### src/design/irc_line_tokenizer_defines.svh
// Assertion macros shared by the tokenizer modules.
// Included by files that carry concurrent assertions; expects clk and rst_n in scope.
`ifndef IRC_LINE_TOKENIZER_DEFINES_SVH
`define IRC_LINE_TOKENIZER_DEFINES_SVH

// Same-cycle implication, disabled during reset.
`define IRC_ASSERT_NOW(lbl, ante, cons, msg) \
  lbl: assert property (@(posedge clk) disable iff (!rst_n) (ante) |-> (cons)) \
    else $error(msg);

// Next-cycle implication, disabled during reset.
`define IRC_ASSERT_NEXT(lbl, ante, cons, msg) \
  lbl: assert property (@(posedge clk) disable iff (!rst_n) (ante) |=> (cons)) \
    else $error(msg);

`endif

### src/design/irc_pkg.sv
// Shared types, constants and the tokenizer step function for the IRC line tokenizer.
// No dependencies; imported by irc_front, irc_back, irc_line_tokenizer and its testbench.
`timescale 1ns / 1ps

package irc_pkg;

  localparam int IRC_WS_DEPTH = 16;
  localparam int IRC_QDEPTH   = 4;

  localparam logic [7:0] CH_COLON = 8'h3A;
  localparam logic [7:0] CH_SPACE = 8'h20;
  localparam logic [7:0] CH_TAB   = 8'h09;
  localparam logic [7:0] CH_CR    = 8'h0D;
  localparam logic [7:0] CH_LF    = 8'h0A;
  localparam logic [7:0] CH_LOW_A = 8'h61;
  localparam logic [7:0] CH_LOW_Z = 8'h7A;
  localparam logic [7:0] CASE_BIT = 8'h20;

  localparam logic [2:0] KIND_PREFIX   = 3'd0;
  localparam logic [2:0] KIND_COMMAND  = 3'd1;
  localparam logic [2:0] KIND_PARAM    = 3'd2;
  localparam logic [2:0] KIND_TRAILING = 3'd3;
  localparam logic [2:0] KIND_STATUS   = 3'd4;

  localparam logic [1:0] ST_OK        = 2'd0;
  localparam logic [1:0] ST_EMPTY     = 2'd1;
  localparam logic [1:0] ST_NO_CMD    = 2'd2;
  localparam logic [1:0] ST_WS_OVFL   = 2'd3;

  localparam logic [3:0] PARAM_MAX = 4'd15;

  typedef enum logic [2:0] {
    PH_LEAD      = 3'd0,
    PH_PREFIX    = 3'd1,
    PH_PRE_GAP   = 3'd2,
    PH_COMMAND   = 3'd3,
    PH_PARAM_GAP = 3'd4,
    PH_PARAM     = 3'd5,
    PH_TRAILING  = 3'd6
  } irc_phase_t;

  typedef enum logic [2:0] {
    BK_IDLE   = 3'd0,
    BK_RD     = 3'd1,
    BK_REPLAY = 3'd2,
    BK_BYTE   = 3'd3,
    BK_STATUS = 3'd4
  } bk_state_t;

  typedef struct packed {
    logic [7:0] line_byte;
    logic       line_end;
  } irc_in_t;

  typedef struct packed {
    logic [2:0] field_kind;
    logic [7:0] out_byte;
    logic       field_start;
    logic [3:0] param_number;
    logic [1:0] line_status;
    logic       prefix_seen;
    logic       trailing_seen;
    logic [3:0] param_total;
    logic       last_of_line;
  } irc_out_t;

  // One classified item as it waits between front and back.
  typedef struct packed {
    logic [7:0] line_byte;
    logic       line_end;
    logic       is_ws;
  } irc_q_t;

  typedef struct packed {
    logic       emit;
    logic [2:0] kind;
    logic [7:0] obyte;
    logic       start;
    logic [3:0] pnum;
    irc_phase_t phase;
    logic       field_open;
    logic [3:0] param_cnt;
    logic       set_prefix;
    logic       set_trailing;
  } tok_res_t;

  function automatic logic irc_is_ws(input logic [7:0] b);
    return (b == CH_SPACE) || (b == CH_TAB) || (b == CH_CR) || (b == CH_LF);
  endfunction

  // One tokenizer step on a single byte.
  function automatic tok_res_t irc_tokenize(input irc_phase_t phase,
                                            input logic [7:0] b,
                                            input logic       fopen,
                                            input logic [3:0] pcnt);
    tok_res_t   r;
    logic [7:0] up;
    up = ((b >= CH_LOW_A) && (b <= CH_LOW_Z)) ? (b & ~CASE_BIT) : b;
    r.emit         = 1'b0;
    r.kind         = KIND_PREFIX;
    r.obyte        = b;
    r.start        = 1'b0;
    r.pnum         = 4'd0;
    r.phase        = phase;
    r.field_open   = fopen;
    r.param_cnt    = pcnt;
    r.set_prefix   = 1'b0;
    r.set_trailing = 1'b0;
    case (phase)
      PH_LEAD: begin
        if (!irc_is_ws(b)) begin
          if (b == CH_COLON) begin
            r.set_prefix = 1'b1;
            r.field_open = 1'b0;
            r.phase      = PH_PREFIX;
          end else begin
            r.emit  = 1'b1;
            r.kind  = KIND_COMMAND;
            r.obyte = up;
            r.start = 1'b1;
            r.phase = PH_COMMAND;
          end
        end
      end
      PH_PREFIX: begin
        if (b == CH_SPACE) begin
          r.phase = PH_PRE_GAP;
        end else begin
          r.emit       = 1'b1;
          r.kind       = KIND_PREFIX;
          r.start      = ~fopen;
          r.field_open = 1'b1;
        end
      end
      PH_PRE_GAP: begin
        if (b != CH_SPACE) begin
          r.emit  = 1'b1;
          r.kind  = KIND_COMMAND;
          r.obyte = up;
          r.start = 1'b1;
          r.phase = PH_COMMAND;
        end
      end
      PH_COMMAND: begin
        if (b == CH_SPACE) begin
          r.phase = PH_PARAM_GAP;
        end else begin
          r.emit  = 1'b1;
          r.kind  = KIND_COMMAND;
          r.obyte = up;
        end
      end
      PH_PARAM_GAP: begin
        if (b == CH_COLON) begin
          r.set_trailing = 1'b1;
          r.field_open   = 1'b0;
          r.phase        = PH_TRAILING;
        end else if (b != CH_SPACE) begin
          r.emit      = 1'b1;
          r.kind      = KIND_PARAM;
          r.start     = 1'b1;
          r.pnum      = pcnt;
          r.param_cnt = (pcnt == PARAM_MAX) ? pcnt : pcnt + 4'd1;
          r.phase     = PH_PARAM;
        end
      end
      PH_PARAM: begin
        if (b == CH_SPACE) begin
          r.phase = PH_PARAM_GAP;
        end else begin
          r.emit = 1'b1;
          r.kind = KIND_PARAM;
          r.pnum = (pcnt == 4'd0) ? 4'd0 : pcnt - 4'd1;
        end
      end
      default: begin
        r.emit       = 1'b1;
        r.kind       = KIND_TRAILING;
        r.start      = ~fopen;
        r.field_open = 1'b1;
      end
    endcase
    return r;
  endfunction

endpackage

### src/design/irc_front.sv
// Front end: accepts input items, tags whitespace, and queues them for the back end.
// Depends on irc_pkg and the assertion macros in irc_line_tokenizer_defines.svh.
`timescale 1ns / 1ps
`include "irc_line_tokenizer_defines.svh"

module irc_front (
  input  logic            clk,
  input  logic            rst_n,
  input  logic            in_valid,
  output logic            in_stall,
  input  irc_pkg::irc_in_t in_data,
  output logic            q_valid,
  output irc_pkg::irc_q_t q_head,
  input  logic            q_pop
);
  import irc_pkg::*;

  localparam int QAW = $clog2(IRC_QDEPTH);

  irc_q_t         q_mem_r [IRC_QDEPTH];
  logic [QAW-1:0] wr_ptr_r, wr_ptr_nxt;
  logic [QAW-1:0] rd_ptr_r, rd_ptr_nxt;
  logic [QAW:0]   cnt_r, cnt_nxt;
  logic           push;
  irc_q_t         entry;

  assign in_stall = (cnt_r == IRC_QDEPTH[QAW:0]);
  assign push     = in_valid && !in_stall;
  assign q_valid  = (cnt_r != '0);
  assign q_head   = q_mem_r[rd_ptr_r];

  always_comb begin
    entry.line_byte = in_data.line_byte;
    entry.line_end  = in_data.line_end;
    entry.is_ws     = irc_is_ws(in_data.line_byte);
  end

  always_comb begin
    wr_ptr_nxt = push ? wr_ptr_r + 1'b1 : wr_ptr_r;
    rd_ptr_nxt = q_pop ? rd_ptr_r + 1'b1 : rd_ptr_r;
    cnt_nxt    = cnt_r + {{QAW{1'b0}}, push} - {{QAW{1'b0}}, q_pop};
  end

  always_ff @(posedge clk) begin
    if (!rst_n) begin
      wr_ptr_r <= '0;
      rd_ptr_r <= '0;
      cnt_r    <= '0;
    end else begin
      wr_ptr_r <= wr_ptr_nxt;
      rd_ptr_r <= rd_ptr_nxt;
      cnt_r    <= cnt_nxt;
    end
  end

  always_ff @(posedge clk) begin
    if (push) begin
      q_mem_r[wr_ptr_r] <= entry;
    end
  end

  `IRC_ASSERT_NOW(a_q_bound, 1'b1, cnt_r <= IRC_QDEPTH[QAW:0], "queue count above depth")
  `IRC_ASSERT_NOW(a_q_pop_nonempty, q_pop, cnt_r != '0, "pop from empty queue")

endmodule

### src/design/irc_back.sv
// Back end: runs the tokenizer phase machine, holds whitespace runs, emits result items.
// Depends on irc_pkg and the assertion macros in irc_line_tokenizer_defines.svh.
`timescale 1ns / 1ps
`include "irc_line_tokenizer_defines.svh"

module irc_back #(
  parameter int WS_DEPTH = irc_pkg::IRC_WS_DEPTH
) (
  input  logic             clk,
  input  logic             rst_n,
  input  logic             q_valid,
  input  irc_pkg::irc_q_t  q_head,
  output logic             q_pop,
  output logic             out_valid,
  input  logic             out_stall,
  output irc_pkg::irc_out_t out_data
);
  import irc_pkg::*;

  localparam int AW = (WS_DEPTH > 1) ? $clog2(WS_DEPTH) : 1;
  localparam int CW = $clog2(WS_DEPTH + 1);
  localparam logic [CW-1:0] HOLD_FULL = WS_DEPTH[CW-1:0];

  bk_state_t     state_r, state_nxt;
  irc_phase_t    phase_r, phase_nxt;
  logic [CW-1:0] held_cnt_r, held_cnt_nxt;
  logic [CW-1:0] idx_r, idx_nxt;
  logic [3:0]    param_cnt_r, param_cnt_nxt;
  logic          field_open_r, field_open_nxt;
  logic          prefix_r, prefix_nxt;
  logic          trailing_r, trailing_nxt;
  logic          overflow_r, overflow_nxt;
  logic          out_valid_r, out_valid_nxt;
  irc_out_t      out_data_r, out_data_nxt;
  irc_q_t        cur_r;

  logic [7:0]    mem_r [WS_DEPTH];
  logic [7:0]    rd_data_r;
  logic          hold_we;

  logic          out_free;
  logic          direct_path;
  logic          hold_path;
  logic          go;
  logic [7:0]    tok_byte;
  tok_res_t      tok;
  logic [1:0]    status;
  logic          replay_done;

  assign out_free    = !out_valid_r || !out_stall;
  // Bytes in the leading phase, and kept bytes with nothing held, go straight through.
  assign direct_path = (phase_r == PH_LEAD) || (!q_head.is_ws && (held_cnt_r == '0));
  assign hold_path   = (phase_r != PH_LEAD) && q_head.is_ws;
  assign replay_done = ((idx_r + 1'b1) == held_cnt_r);

  always_comb begin
    case (state_r)
      BK_REPLAY: tok_byte = rd_data_r;
      BK_BYTE:   tok_byte = cur_r.line_byte;
      default:   tok_byte = q_head.line_byte;
    endcase
  end

  assign tok = irc_tokenize(phase_r, tok_byte, field_open_r, param_cnt_r);

  always_comb begin
    if (overflow_r) begin
      status = ST_WS_OVFL;
    end else if (phase_r == PH_LEAD) begin
      status = ST_EMPTY;
    end else if ((phase_r == PH_PREFIX) || (phase_r == PH_PRE_GAP)) begin
      status = ST_NO_CMD;
    end else begin
      status = ST_OK;
    end
  end

  // Whether the current state makes its step this cycle.
  always_comb begin
    case (state_r)
      BK_IDLE: begin
        go = q_valid && (!direct_path || !tok.emit || out_free);
      end
      BK_RD:     go = 1'b1;
      BK_REPLAY: go = !tok.emit || out_free;
      BK_BYTE:   go = !tok.emit || out_free;
      BK_STATUS: go = out_free;
      default:   go = 1'b0;
    endcase
  end

  // Next state.
  always_comb begin
    state_nxt = state_r;
    if (go) begin
      case (state_r)
        BK_IDLE: begin
          if (direct_path || hold_path) begin
            state_nxt = q_head.line_end ? BK_STATUS : BK_IDLE;
          end else begin
            state_nxt = BK_RD;
          end
        end
        BK_RD:     state_nxt = BK_REPLAY;
        BK_REPLAY: state_nxt = replay_done ? BK_BYTE : BK_RD;
        BK_BYTE:   state_nxt = cur_r.line_end ? BK_STATUS : BK_IDLE;
        BK_STATUS: state_nxt = BK_IDLE;
        default:   state_nxt = BK_IDLE;
      endcase
    end
  end

  // Datapath and outputs.
  always_comb begin
    q_pop          = 1'b0;
    hold_we        = 1'b0;
    phase_nxt      = phase_r;
    held_cnt_nxt   = held_cnt_r;
    idx_nxt        = idx_r;
    param_cnt_nxt  = param_cnt_r;
    field_open_nxt = field_open_r;
    prefix_nxt     = prefix_r;
    trailing_nxt   = trailing_r;
    overflow_nxt   = overflow_r;
    out_valid_nxt  = out_valid_r && out_stall;
    out_data_nxt   = out_data_r;

    if (go) begin
      case (state_r)
        BK_IDLE: begin
          q_pop = 1'b1;
          if (hold_path && !direct_path) begin
            if (held_cnt_r < HOLD_FULL) begin
              hold_we      = 1'b1;
              held_cnt_nxt = held_cnt_r + 1'b1;
            end else begin
              overflow_nxt = 1'b1;
            end
          end else if (!direct_path) begin
            idx_nxt = '0;
          end
        end
        BK_REPLAY: begin
          idx_nxt = idx_r + 1'b1;
          if (replay_done) begin
            held_cnt_nxt = '0;
          end
        end
        BK_STATUS: begin
          out_valid_nxt              = 1'b1;
          out_data_nxt               = '0;
          out_data_nxt.field_kind    = KIND_STATUS;
          out_data_nxt.line_status   = status;
          out_data_nxt.prefix_seen   = prefix_r;
          out_data_nxt.trailing_seen = trailing_r;
          out_data_nxt.param_total   = param_cnt_r;
          out_data_nxt.last_of_line  = 1'b1;
          phase_nxt                  = PH_LEAD;
          held_cnt_nxt               = '0;
          param_cnt_nxt              = '0;
          field_open_nxt             = 1'b0;
          prefix_nxt                 = 1'b0;
          trailing_nxt               = 1'b0;
          overflow_nxt               = 1'b0;
        end
        default: begin
        end
      endcase

      // A tokenizer step happens on direct items, replayed bytes and the releasing byte.
      if (((state_r == BK_IDLE) && direct_path) || (state_r == BK_REPLAY) ||
          (state_r == BK_BYTE)) begin
        phase_nxt      = tok.phase;
        param_cnt_nxt  = tok.param_cnt;
        field_open_nxt = tok.field_open;
        prefix_nxt     = prefix_r | tok.set_prefix;
        trailing_nxt   = trailing_r | tok.set_trailing;
        if (tok.emit) begin
          out_valid_nxt             = 1'b1;
          out_data_nxt              = '0;
          out_data_nxt.field_kind   = tok.kind;
          out_data_nxt.out_byte     = tok.obyte;
          out_data_nxt.field_start  = tok.start;
          out_data_nxt.param_number = tok.pnum;
        end
      end
    end
  end

  always_ff @(posedge clk) begin
    if (!rst_n) begin
      state_r      <= BK_IDLE;
      phase_r      <= PH_LEAD;
      held_cnt_r   <= '0;
      idx_r        <= '0;
      param_cnt_r  <= '0;
      field_open_r <= 1'b0;
      prefix_r     <= 1'b0;
      trailing_r   <= 1'b0;
      overflow_r   <= 1'b0;
      out_valid_r  <= 1'b0;
    end else begin
      state_r      <= state_nxt;
      phase_r      <= phase_nxt;
      held_cnt_r   <= held_cnt_nxt;
      idx_r        <= idx_nxt;
      param_cnt_r  <= param_cnt_nxt;
      field_open_r <= field_open_nxt;
      prefix_r     <= prefix_nxt;
      trailing_r   <= trailing_nxt;
      overflow_r   <= overflow_nxt;
      out_valid_r  <= out_valid_nxt;
    end
  end

  always_ff @(posedge clk) begin
    out_data_r <= out_data_nxt;
    if (q_pop) begin
      cur_r <= q_head;
    end
  end

  // Held whitespace store: one write port, one registered read port.
  always_ff @(posedge clk) begin
    if (hold_we) begin
      mem_r[held_cnt_r[AW-1:0]] <= q_head.line_byte;
    end
    rd_data_r <= mem_r[idx_r[AW-1:0]];
  end

  assign out_valid = out_valid_r;
  assign out_data  = out_data_r;

  `IRC_ASSERT_NOW(a_held_bound, 1'b1, held_cnt_r <= HOLD_FULL, "held count above depth")
  `IRC_ASSERT_NOW(a_lead_clean, phase_r == PH_LEAD, held_cnt_r == '0,
                  "whitespace held in leading phase")
  `IRC_ASSERT_NEXT(a_status_resets, go && (state_r == BK_STATUS),
                   (phase_r == PH_LEAD) && (held_cnt_r == '0) && !overflow_r,
                   "line state not cleared after status")

endmodule

### src/design/irc_line_tokenizer.sv
// IRC line tokenizer: takes one message byte per item and returns tagged field bytes
// plus one status item per line. An item that ends a held whitespace run makes the back
// end replay each held byte before the item itself is stepped: each held byte is read
// from the whitespace store with a registered read and then passed through the one
// tokenizer step. A line's final item is followed by its status item, and the back end
// takes no new item meanwhile. A four-entry queue between front and back absorbs these bursts.
`timescale 1ns / 1ps

module irc_line_tokenizer #(
  parameter int WS_DEPTH = irc_pkg::IRC_WS_DEPTH
) (
  input  logic              clk,
  input  logic              rst_n,
  input  logic              in_valid,
  output logic              in_stall,
  input  irc_pkg::irc_in_t  in_data,
  output logic              out_valid,
  input  logic              out_stall,
  output irc_pkg::irc_out_t out_data
);
  import irc_pkg::*;

  logic   q_valid;
  logic   q_pop;
  irc_q_t q_head;

  irc_front u_front (
    .clk      (clk),
    .rst_n    (rst_n),
    .in_valid (in_valid),
    .in_stall (in_stall),
    .in_data  (in_data),
    .q_valid  (q_valid),
    .q_head   (q_head),
    .q_pop    (q_pop)
  );

  irc_back #(
    .WS_DEPTH (WS_DEPTH)
  ) u_back (
    .clk       (clk),
    .rst_n     (rst_n),
    .q_valid   (q_valid),
    .q_head    (q_head),
    .q_pop     (q_pop),
    .out_valid (out_valid),
    .out_stall (out_stall),
    .out_data  (out_data)
  );

endmodule

### config.mk
export PLATFORM = sky130hd
export DESIGN_NAME = irc_line_tokenizer
export DESIGN_NICKNAME = d
export VERILOG_FILES = /design/src/design/irc_pkg.sv /design/src/design/irc_front.sv /design/src/design/irc_back.sv /design/src/design/irc_line_tokenizer.sv
export VERILOG_INCLUDE_DIRS = /design/src /design/src/design
export SDC_FILE = /design/constraint.sdc
export NUM_CORES = 1
export LEC_CHECK = 0
export BUFFER_PORTS_ARGS = -buffer_cell sky130_fd_sc_hd__buf_2
export CORE_AREA = 2 2 145 147
export CTS_CLUSTER_SIZE = 24
export DETAILED_ROUTE_END_ITERATION = 10
export DIE_AREA = 0 0 147 149
export PLACE_DENSITY = 0.8
export SLEW_MARGIN = 20
export SYNTH_ARGS = -nofsm -noshare
export SYNTH_HDL_FRONTEND = slang
export SYNTH_SLANG_ARGS = --single-unit
### constraint.sdc
create_clock -name clk -period 3.9 [get_ports clk]
set_clock_uncertainty 0.1 [all_clocks]
set_input_delay 0 -clock clk [delete_from_list [all_inputs] [get_ports clk]]
set_output_delay 0 -clock clk [all_outputs]
set_load 0.01 [all_outputs]
==> impl_metrics.toml <==
[timing]
setup_viol = 0
min_period_ns = 3.716
slew_headroom_pct = 50.36
hold_viol = 0
max_freq_ghz = 0.2691
drv_slew = 0
setup_tns_ns = 0
hold_slack_ns = 0.1314
min_period_over_period_pct = 95.28
worstMarginPinSlew_ns = 0.7438

[synth]
ys_ff_latch = 244
synth_nets = 794
yosys_warnings = 0
yosys.area.top_type = "edfxtp_1"
yosys-top-cells-count = "202 x edfxtp_1, 59 x nand2_1, 47 x mux4_2, 46 x nor2_1, 42 x dfxtp_1"
ys_types = 77
ys.flop_type = "edfxtp_1"
synth_area_per_cell_um2 = 14.27
syn_inst = 767
synth_edf_count = 202
synth_most_common_cell = "edfxtp_1"
synth_xor_area_share_pct = 0.8004
synth_top_family_by_area = "multiplexers"
synth_mux_area_share_pct = 12.70
synth_area_um2 = 10940
yosysSeqAreaShare_pct = 63.11
synth_fa_ha_area_share_pct = 1.669
ys_async_sr_fraction_pct = 0
synth_compound_area_share_pct = 8.301
synth_top_area_share_pct = 55.43
synth-simple-area-share_pct = 10.64
yosys-top-cells-area = "edfxtp_1 55%, mux4_2 9.7%, dfxtp_1 7.7%"

[die]
die_y_um = 149
dieArea_um2 = 21900
boundaryPins = 40
core_area_um2 = 20560
fp.dieW_um = 147
rows = 53
start_util_pct = 53.23

[pwr]
pwr-share-clk_pct = 25.1
cellLeakagePower_nw = 4.283
p_seq_share_pct = 41.8
p_comb_share_pct = 33.1
ir_worst_vdd_v = 0.0003587
p_int_mw = 5.859
swShare_pct = 34.20
p_sw_mw = 3.045
powerDensity_nw_per_um2 = 708.6

[grt]
use_met1_pct = 31.60
grt_max_degree = 35
antenna_found_initial = 0
grt_pass1_wl_um = 37160
overflow = 0
met3_usage_pct = 3.333
gr-max-usage-layer = "met2"
gr-usage-met2_pct = 34.11
grtUsageTotal_pct = 21.92
first_global_vias = 6674

[route]
routedWlPerCell_um = 20.85
finalWirelength_um = 23820
drc = 0
dr.pass1.iters = 6
drt-vias-per-instance = 6.144
drtIter0Drc = 1044
num_vias = 7016
ant_nets = 0

[run_status]
status = "completed"

[worst_hold_path]
min_to = "u_front.q_mem_r[2][1]"
min-delay-start = "in_data[0]"
holdPathStages = 2
hp-class = "input port to flop"

[clock_tree]
cts_tree = "done"
postCtsSetupRepairBufs = 0
cts_sinks = 244
ctsHtreeMaxLevel = 1
cts.path.max_buffers = 3
ctsRootBufferMaster = "clkbuf_16"
insertion_delay_ns = 0.53
path_clk_slew_ns = 0.07
cts_buffers = 23

[setup_path]
r2r-end = "u_back.mem_r[7][0]"
cp-end-kind = "flop"
r2r_setup_slack_ns = 0.18
crit_type = "flop to flop"
cp_max_fo = 16
arrival_ns = 3.86
r2r_cells = 11
cp-start-kind = "flop"
cp.required_ns = 4.04

[layout]
area_growth_pct = 14.83
fin_nets = 878
n_fill_cell = 1542
multi_input_area_um2 = 3749
drive_above_1_share_pct = 23.64
regArea_um2 = 6909
num_antenna_cells = 0

[place]
dp_hpwl_um = 15900
gp_congestion = 0.9394
port_buffers = 39

[job]
maxCapViolCount = 0
## worst max-delay path by stage
stage / startpoint / end / slack (ns) / cells past startpoint
5_1_grt: flop / u_back.mem_r[6][1] / -0.0004 / 11
2_1_floorplan: flop / u_back.mem_r[10][0] / -0.04 / 10
4_1_cts: flop / u_back.mem_r[7][0] / 0.11 / 11
3_5_place_dp: flop / u_back.mem_r[4][2] / 0.18 / 11
6_report: flop / u_back.mem_r[7][0] / 0.18 / 11
3_3_place_gp: u_back.state_r[0] / u_back.mem_r[4][2] / 0.29 / 10
## repair_timing
item | 4_1_cts | 5_1_grt
hold buffers | 12 | 0
setup endpoints to repair | 0 | 34
resized for setup | 0 | 3
endpoints found under the hold margin | 59 | 0
## layout make-up
| class | count | area share, % |
|---|---|---|
| multi-input combinational | 454 | 29.83 |
| inverter | 24 | 0.7169 |
| tap | 275 | 2.738 |
| clock buffer | 29 | 4.919 |
| sequential | 244 | 54.98 |
| clock inverter | 12 | 1.036 |
| timing repair buffer | 104 | 5.775 |
## routing by layer
layer / part of all wire (%) / vias up / wire (um)
met4: 3.3 / 0 / 781
met3: 7.4 / 51 / 1765
met1: 43 / 3494 / 10350
li1: - / 3150 / -
met2: 46 / 321 / 10920
met5: 0 / - / 0
## worst max-delay path: stages, from the launching register on
cell and delay (ns):
dfxtp_1 0.42, buf_12 0.18, mux2_4 0.31, or3_4 0.34, a21oi_2 0.26, o211ai_2 0.14
a221oi_4 0.33, o211ai_1 0.20, buf_4 0.23, or4b_4 0.56, nor2_1 0.16, buf_4 0.20
## power by group through the flow
stage / registers (mW) / clock network, mW / logic, mW
2_1_floorplan: 3.81 / 0 / 1.84
4_1_cts: 3.72 / 2.25 / 2.92
3_3_place_gp: 3.76 / 0 / 2.81
6_report: 3.72 / 2.24 / 2.95
5_1_grt: 3.76 / 2.35 / 3.23
3_5_place_dp: 3.77 / 0 / 2.88
## flip-flops by register name, indices dropped and copies added (netlist names), 4 cells and up, named ones only
name,flops
u_back.idx_r,5
u_back.out_data,25
u_back.mem_r,128
u_front.q_mem_r,40
u_back.rd_data_r,8
u_back.cur_r,9
u_back.param_cnt_r,4
u_back.held_cnt_r,5
## placed cells by master, fill, tap and decap left out, types with 4 or more instances in the layout
cell and instances:
ha_1 13, or3_1 14, and3_1 5, nand2b_1 7, o311ai_0 4, xnor2_1 8
dfxtp_1 40, a21oi_1 28, clkbuf_16 23, o21a_1 6, buf_2 39, o21ai_0 23
clkbuf_1 4, inv_1 24, nor2b_1 10, mux2_2 5, dlygate4sd3_1 12, nor4_1 15
nor2_1 46, mux2i_1 26, o211ai_1 8, edfxtp_1 202, buf_4 52, mux4_2 47
nand2_1 59, nand3_1 17, nor3_1 21, and2_1 9, a211oi_1 7
## logic make-up (layout without fill, tap and decap cells)
logic type | after synthesis | count (layout)
buffers and inverters | 69 | 169
AO/OA/AOI/OAI | 124 | 124
XOR/XNOR | 10 | 10
flip-flops | 244 | 244
adder cells (fa/ha/maj) | 14 | 14
AND/OR/NAND/NOR | 227 | 227
multiplexers | 79 | 79
## stage by stage
stage	setup WS [ns]	util (%)	total power, mW	instances	instance area, um2
floorplan	-0.03613	-	5.650	767	10940
global placement	0.2934	56.86	6.576	1089	11690
detailed placement	0.1822	56.86	6.657	1089	11690
CTS	0.1120	61.08	8.889	1142	12560
global route	-0.0003775	61.13	9.338	1142	12570
finish	0.1842	61.13	8.904	1142	12570
No activity file was read; power rests on OpenSTA's default activity.
